## src/rtl/pft_pkg.sv

```systemverilog
package pft_pkg;

  localparam int CORDIC_STAGES_DEF = 16;
  localparam int MAX_STAGES        = 32;

  localparam int POS_W     = 32;
  localparam int ANG_W     = 16;
  localparam int CFG_IDX_W = 2;
  localparam int CFG_W     = 32;
  localparam int ROT_W     = 32;

  localparam logic [CFG_IDX_W-1:0] REG_EGO_X_POS   = 2'd0;
  localparam logic [CFG_IDX_W-1:0] REG_EGO_Y_POS   = 2'd1;
  localparam logic [CFG_IDX_W-1:0] REG_EGO_HEADING = 2'd2;

  localparam logic [ANG_W-1:0]        QUARTER_TURN = 16'd16384;
  localparam logic signed [ROT_W-1:0] CORDIC_START = 32'sd652032874;
  localparam logic signed [ROT_W-1:0] ONE_Q30      = 32'sd1073741824;

  typedef struct packed {
    logic signed [POS_W:0]   px;
    logic signed [POS_W:0]   py;
    logic signed [POS_W-1:0] vx;
    logic signed [POS_W-1:0] vy;
    logic signed [POS_W-1:0] offx;
    logic signed [POS_W-1:0] offy;
    logic [ANG_W-1:0]        ohd;
  } item_t;

  typedef struct packed {
    logic signed [ROT_W-1:0] x;
    logic signed [ROT_W-1:0] y;
    logic signed [ROT_W-1:0] z;
    logic [1:0]              quad;
    logic                    exact;
    item_t                   item;
  } cell_t;

  // Arctangent of 2^-i as a fraction of a quarter turn scaled to 2^30.
  function automatic logic signed [ROT_W-1:0] atan_q30(input logic [4:0] idx);
    logic signed [ROT_W-1:0] r;
    case (idx)
      5'd0:  r = 32'sd536870912;
      5'd1:  r = 32'sd316933406;
      5'd2:  r = 32'sd167458907;
      5'd3:  r = 32'sd85004756;
      5'd4:  r = 32'sd42667331;
      5'd5:  r = 32'sd21354465;
      5'd6:  r = 32'sd10680862;
      5'd7:  r = 32'sd5340245;
      5'd8:  r = 32'sd2670163;
      5'd9:  r = 32'sd1335087;
      5'd10: r = 32'sd667544;
      5'd11: r = 32'sd333772;
      5'd12: r = 32'sd166886;
      5'd13: r = 32'sd83443;
      5'd14: r = 32'sd41722;
      5'd15: r = 32'sd20861;
      5'd16: r = 32'sd10430;
      5'd17: r = 32'sd5215;
      5'd18: r = 32'sd2608;
      5'd19: r = 32'sd1304;
      5'd20: r = 32'sd652;
      5'd21: r = 32'sd326;
      5'd22: r = 32'sd163;
      5'd23: r = 32'sd81;
      5'd24: r = 32'sd41;
      5'd25: r = 32'sd20;
      5'd26: r = 32'sd10;
      5'd27: r = 32'sd5;
      5'd28: r = 32'sd3;
      5'd29: r = 32'sd1;
      5'd30: r = 32'sd1;
      default: r = 32'sd0;
    endcase
    return r;
  endfunction

endpackage

```

## src/rtl/pft_cordic_cell.sv

```systemverilog
module pft_cordic_cell #(
  parameter int STAGE_IDX = 0
) (
  input  logic            clk_i,
  input  logic            rst_ni,
  input  logic            valid_i,
  output logic            ready_o,
  input  pft_pkg::cell_t  data_i,
  output logic            valid_o,
  input  logic            ready_i,
  output pft_pkg::cell_t  data_o
);

  logic                            valid_q;
  pft_pkg::cell_t                  data_q, data_d;
  logic signed [pft_pkg::ROT_W-1:0] dx, dy, ang;

  assign ready_o = !valid_q || ready_i;
  assign dx  = data_i.y >>> STAGE_IDX;
  assign dy  = data_i.x >>> STAGE_IDX;
  assign ang = pft_pkg::atan_q30(STAGE_IDX[4:0]);

  // Rotate toward a zero residual angle by one micro-rotation.
  always_comb begin
    data_d = data_i;
    if (!data_i.z[pft_pkg::ROT_W-1]) begin
      data_d.x = data_i.x - dx;
      data_d.y = data_i.y + dy;
      data_d.z = data_i.z - ang;
    end else begin
      data_d.x = data_i.x + dx;
      data_d.y = data_i.y - dy;
      data_d.z = data_i.z + ang;
    end
  end

  always_ff @(posedge clk_i or negedge rst_ni) begin
    if (!rst_ni) begin
      valid_q <= 1'b0;
    end else if (ready_o) begin
      valid_q <= valid_i;
    end
  end

  always_ff @(posedge clk_i) begin
    if (ready_o) begin
      data_q <= data_d;
    end
  end

  assign valid_o = valid_q;
  assign data_o  = data_q;

endmodule

```

## config.mk

```make
export PLATFORM = sky130hd
export DESIGN_NAME = pft_cordic_cell
export DESIGN_NICKNAME = d
export VERILOG_FILES = /design/src/rtl/pft_pkg.sv /design/src/rtl/pft_cordic_cell.sv
export SDC_FILE = /design/constraint.sdc
export NUM_CORES = 1
export LEC_CHECK = 0
export BUFFER_PORTS_ARGS = -buffer_cell sky130_fd_sc_hd__buf_2
export CORE_AREA = 2 2 245 247
export CTS_CLUSTER_DIAMETER = 60
export DETAILED_ROUTE_END_ITERATION = 12
export DIE_AREA = 0 0 247 249
export PLACE_DENSITY = 0.46
export SYNTH_ARGS = -nofsm -noshare
export SYNTH_HDL_FRONTEND = slang
export SYNTH_SLANG_ARGS = --single-unit
```

## constraint.sdc

```tcl
create_clock -name clk_i -period 11.5 [get_ports clk_i]
set_clock_uncertainty 0.15 [all_clocks]
set_input_delay 0 -clock clk_i [delete_from_list [all_inputs] [get_ports clk_i]]
set_output_delay 0 -clock clk_i [all_outputs]
set_load 0.005 [all_outputs]
```

==> flow_summary.yaml, run 1 <==
cts:
  cts_max_level: 2
  clock_latency_ns: 0.55
  cts_root_buffer: "clkbuf_16"
  tritoncts_clock_tree: "done"
  clk_transition_reported_paths_ns: 0.06
  cts-root-to-sink-buffers: 3
  post_cts_hold_buffer_count: 394
  cts.repair_timing.setup_buffer_count: 0
  postCtsResizedCells: 0
  clock-sinks: 309
  tritoncts.num_buffers: 45
logic_synthesis:
  synth_async_sr_flop_share_pct: 0.324
  synthMostInstantiatedCell: "edfxtp_1"
  postSynthAreaPerCell_um2: 12.7
  mappedNetlistArea_um2: 15000
  yosys_most_used_dff: "edfxtp_1"
  count_of_flip_flops_with_a_built_in_enable_after_synthesis: 308
  synth_top_area_cell: "edfxtp_1"
  synth.top_cell.area_share_pct: 61.9
  register_bit_count_reported_by_yosys: 309
  synthTopCellsByArea: "edfxtp_1, ha_1, a21oi_1, xnor2_1, inv_1"
  ys_seq_area_share_pct: 62.0
  yosysWarnings: 0
  netlist-cell-type-count: 70
  synth_cells: 1178
  synthesis.nets: 1589
  synthTopCellsByCount: "edfxtp_1, a21oi_1, inv_1"
critical_path:
  cp-end-kind: "flop"
  crit_path_max_fanout: 180
  worstSetupPathType: "reg2reg"
  worstSetupStartpointType: "flop"
  critical_path_data_arrival_time_ns: 3.51
  worst_ep_required_time_ns: 11.53
pwr:
  p_leak_nw: 10.4
  report.power.total_mw: 3.47
  power.ir.vdd_worst_uv: 111
  p_per_area_nw_per_um2: 143
finish:
  area_delta_synth_final_pct: 62.6
  drive_above_1_share_pct: 32.3
  instances_no_fill: 3022
  final_design_area_no_fill_um2: 24300
  utilization_pct: 41.4
  fin_nets: 2613
  filler_cell_count: 5641
floorplanning:
  floorplan.initialDensity_pct: 25.5
  placeableCoreArea_um2: 58700
  fp-row-count: 89
  dieArea_um2: 61500
  io_pins: 624
  die_x_um: 247
  die-height_um: 249
placement:
  post-place-cells: 2534
  post-dp-hpwl_um: 56500
  port_buffers: 623
  placement.cell_area_um2: 18900
  place_congestion: 0.944
route:
  detail_route.drc_violations: 0
  avgRoutedWirePerCell_um: 24.3
  dr.pass1.iters: 6
  dr_total_vias: 13900
  drtIter0Drc: 1064
  via_per_inst: 4.61
  wl_um: 73300
  detail-route-antenna-nets: 0
outcome:
  outcome: "complete, no violations"
sta:
  maxSlewHeadroom_pct: 25.4
  maxClockFrequency_mhz: 287
  worst-slew-pin-transition_ns: 1.12
  final-max-slew-violation-count: 0
  setup-tns-final_ns: 0
  fin_crit_sh_pct: 30.3
  period_needed_ns: 3.48
  grt_setup_unrepaired: "false"
  finalHoldViolations: 0
  setup_viol: 0
grt:
  initial_antenna_violation_count: 19
  grt_max_degree: 181
  grt_pass1_vias: 14400
  wire_length_of_the_first_global_routing_pass_um: 102000
  leftover_overflow_at_the_end_of_global_routing: 0
  grt_util_all_layers_pct: 22.9
worst_hold_path:
  min_path_type: "in2reg"
run:
  timing.max_cap.violations: 0
-- kinds of logic (layout without fill, tap and decap cells) --
family	after synthesis	after routing	synth area share, %
and+or+nand+nor	230	230	7.63
muxes	6	6	0.402
adders and majority gates	98	98	8.40
xor gates and xnor gates	59	59	3.46
buffers and inverters	145	1201	3.86
other	0	15	0
DFF	309	309	62.0
AOI/OAI and AO/OA	331	331	14.2
-- critical path: stages, from the launching register on --
cell,delay (ns)
dfrtp_1,0.40
nand2b_4,0.70
buf_12,0.68
buf_4,0.82
-- sequential cells by signal, summed over array words and instances, names as in the netlist --
signal,count
valid_o,1
data_o,308
-- per-stage QoR --
step,hold WS (ns),setup slack (ns)
2_1_floorplan,-0.446,3.21
3_3_place_gp,-0.374,8.01
3_5_place_dp,-0.371,7.97
4_1_cts,0.0000348,8.03
5_1_grt,0.00187,7.81
6_report,0.0329,8.02
-- power by group --
group	internal (mW)	total [mW]	leakage [nW]	switching, mW
registers	1.38	1.42	3.11	0.0391
logic	0.313	0.716	6.64	0.402
clock network	0.786	1.34	0.691	0.554
total	2.48	3.47	10.4	0.995
-- worst paths after layout --
kind | startpoint | end | slack, ns | cells after the start
setup / recovery | valid_o | data_o[116] | 8.02 | 3
hold / removal | data_i[28] | data_o[28] | 0.03 | 2
setup reg to reg | valid_o | data_o[116] | 8.02 | 3
hold reg to reg | valid_o | data_o[87] | 1.10 | 1
max in group asynchronous | rst_ni | valid_o | 10.97 | 3
min in group asynchronous | rst_ni | valid_o | 0.13 | 3
-- placed cells by master, fill, tap and decap left out, types with 5 or more instances in the layout --
master	count
buf_2	623
dlygate4sd3_1	394
edfxtp_1	308
a21oi_1	111
inv_1	98
ha_1	94
nor2_1	80
o21ai_0	71
xnor2_1	54
clkbuf_16	46
nand2_1	38
a21o_1	22
nand4_1	20
o211ai_1	18
diode_2	15
nor2b_1	15
nor3_1	15
o21bai_1	14
nor4_1	12
nand2b_1	11
a211oi_1	11
clkinv_1	10
o31ai_1	10
o21a_1	8
or3_1	7
a31oi_1	7
nand3_1	6
or2_2	6
o22ai_1	6
o31a_1	6
mux2i_1	6
a211o_1	5
xor2_1	5
inv_6	5
-- routing by layer --
layer,global-route usage [%],part of all wire (%),vias to the layer above
li1,-,-,6426
met1,26.4,39,6804
met2,41.5,51,585
met3,4.22,6.4,103
met4,9.14,3.9,6
met5,0,0.059,-
-- cell type report --
| cell class | instances | area (um2) | area share (%) |
|---|---|---|---|
| Timing Repair Buffer | 1022 | 7110 | 29.3 |
| Clock buffer | 49 | 1160 | 4.78 |
| Sequential cell | 309 | 9270 | 38.2 |
| Antenna cell | 15 | 37.5 | 0.154 |
| Tap cell | 773 | 967 | 3.98 |
| Clock inverter | 30 | 272 | 1.12 |
| Inverter | 100 | 375 | 1.54 |
| Multi-Input combinational cell | 724 | 5110 | 21.0 |
No activity file was read; power rests on OpenSTA's default activity.
==> run 2: changes to the inputs <==
Clock period 11.5 ns to 3.3 ns, I/O delays scaled along.
==> run 2 against run 1 <==
Effect of this change: power rose to 3.5 times the previous value; count of clock-buffer cells in the layout unchanged; sequential power rose to 3.5 times the previous value; register-to-register slack worse by 6.6 ns; die area unchanged; cell count up 1.1%; first-iteration DRC count up 5.8%; critical path depth up 10; worst hold slack better by 0.0043 ns; combinational power rose to 3.6 times the previous value.
==> flow_summary.yaml, run 2 (synthesis results as in run 1) <==
outcome:
  outcome: "complete, no violations"
pwr:
  p_per_area_nw_per_um2: 489
  share_seq_of_total_power_pct: 41.1
  total_net_switching_power_mw: 3.39
  p_leak_nw: 10.6
  clock_power_share_pct: 37.6
  p_sw_share_pct: 28.2
  power.ir.vdd_worst_uv: 367
  power.internal_mw: 8.63
  p_comb_share_pct: 21.3
placement:
  post-dp-hpwl_um: 58200
  port_buffers: 623
  place_congestion: 0.889
  place_worst_setup_slack_ns: 0.00369
floorplanning:
  die-height_um: 249
  die_x_um: 247
  floorplan.initialDensity_pct: 25.5
  dieArea_um2: 61500
  io_pins: 624
  placeableCoreArea_um2: 58700
  fp-row-count: 89
route:
  drtIter0Drc: 1126
  detail_route.drc_violations: 0
  avgRoutedWirePerCell_um: 24.1
  via_per_inst: 4.62
  dr_total_vias: 14100
  detail-route-antenna-nets: 0
  dr.pass1.iters: 6
  wl_um: 73600
cts:
  cts.repair_timing.setup_buffer_count: 0
  clock-sinks: 309
  clock_latency_ns: 0.55
  cts-root-to-sink-buffers: 3
  tritoncts_clock_tree: "done"
  cts_max_level: 2
  clk_transition_reported_paths_ns: 0.06
  cts_root_buffer: "clkbuf_16"
  tritoncts.num_buffers: 41
worst_hold_path:
  min_path_type: "in2reg"
finish:
  final-seq-area_um2: 9270
  fin_nets: 2652
  filler_cell_count: 5653
  footprint_of_the_multi_input_gates_um2: 5110
  leading_cell_type_in_the_layout_fill_and_taps_excluded: "buf_2"
  drive_above_1_share_pct: 33.3
  mostFrequentLayoutCells: "buf_2, dlygate4sd3_1, edfxtp_1, a21oi_1, inv_1"
  largest_reg_flops: 308
  area_delta_synth_final_pct: 64.5
sta:
  period_needed_ns: 3.12
  setup_viol: 0
  maxSlewHeadroom_pct: 38.2
  worst-slew-pin-transition_ns: 0.928
  finalHoldViolations: 0
  maxClockFrequency_mhz: 320
  final_critical_path_setup_slack_ns: 0.179
  final-max-slew-violation-count: 0
  fin_crit_sh_pct: 94.6
  holdWs_ns: 0.0372
  setup-tns-final_ns: 0
  grt_setup_unrepaired: "false"
grt:
  grt_util_all_layers_pct: 23.0
  grt_pass1_vias: 14600
  globalRouteMet3Util_pct: 3.95
  grtUsageMet1_pct: 26.4
  leftover_overflow_at_the_end_of_global_routing: 0
  wire_length_of_the_first_global_routing_pass_um: 102000
  globalRouteMet2Util_pct: 42.9
  layer_with_the_highest_usage: "met2"
  grt_max_degree: 88
  initial_antenna_violation_count: 15
critical_path:
  worst_r2r_startpoint: "valid_o"
  critical_path.endpoint: "data_o[307]"
  worstSetupPathType: "in2reg"
  worst_ep_required_time_ns: 3.44
  worst_r2r_endpoint: "data_o[166]"
  crit_path_start: "data_i[277]"
  cp-end-kind: "flop"
  regToRegSetupSlack_ns: 1.46
  crit_path_max_fanout: 4
  worstRegToRegCells: 2
  worstSetupStartpointType: "input port"
  critical_path_data_arrival_time_ns: 3.26
run:
  timing.max_cap.violations: 0
==> run 2: cell count changes in the layout (fill, tap and decap cells not counted), moves of 3 or more <==
| cell | previous run | this run |
|---|---|---|
| buf_4 | 4 | 42 |
| diode_2 | 15 | 11 |
| dlygate4sd3_1 | 394 | 397 |
| clkbuf_16 | 46 | 42 |
| clkbuf_1 | 3 | 7 |
==> run 2: worst min path at each step <==
stage | startpoint | endpoint | slack (ns) | cells after the start
2_1_floorplan | rst_ni | valid_o | -0.45 | 0
3_3_place_gp | rst_ni | valid_o | -0.37 | 1
3_5_place_dp | rst_ni | valid_o | -0.37 | 1
4_1_cts | data_i[159] | data_o[159] | 0.0005 | 2
5_1_grt | data_i[186] | data_o[186] | 0.004 | 2
6_report | data_i[184] | data_o[184] | 0.04 | 2
==> run 2: power by group through the flow <==
stage	Clock [mW]	Sequential (mW)	Combinational [mW]
after floorplan	0	5.04	0.908
after global placement	0	5.02	2.16
after detailed placement	0	5.02	2.15
after CTS	4.65	4.94	2.56
after global routing	4.79	4.97	2.74
final	4.52	4.94	2.56
==> run 2: metal layers <==
layer  vias to the layer above  part of all wire (%)
li1                       6504                     -
met1                      6962                    38
met2                       548                    52
met3                        90                   5.8
met4                         6                   3.4
met5                         -                 0.056
==> run 2: area by class of cell <==
class,instances,area share [%]
diodes,11,0.112
clock buffers,49,4.38
clock inverters,25,1.18
inverters,100,1.53
multi-input cells,724,20.8
flip-flops and latches,309,37.7
well taps,773,3.93
repair buffers,1065,30.4
==> run 2: worst max-delay path, cell delays in order <==
cell and delay, ns:
dlygate4sd3_1 0.52, buf_2 0.12, inv_1 0.06, ha_1 0.21, fa_1 0.41, nand2b_1 0.19, a21o_1 0.22, a21o_1 0.25
nor4_2 0.35, nor4_1 0.10, a2111oi_0 0.54, a31oi_1 0.11, xnor2_1 0.18
==> run 2: metrics by stage <==
step | total power, mW | utilization [%] | cell area, um2 | instances
after floorplan | 5.95 | - | 15000 | 1178
after global placement | 7.18 | 32.7 | 19200 | 2574
after detailed placement | 7.17 | 32.7 | 19200 | 2574
after CTS | 12.2 | 41.8 | 24600 | 3045
after global routing | 12.5 | 41.9 | 24600 | 3055
final | 12.0 | 41.9 | 24600 | 3056
==> run 2: what timing repair did <==
item,4_1_cts,5_1_grt
hold buffers,397,0
resized for setup,0,1
setup endpoints to repair,0,1
endpoints found under the hold margin,284,0
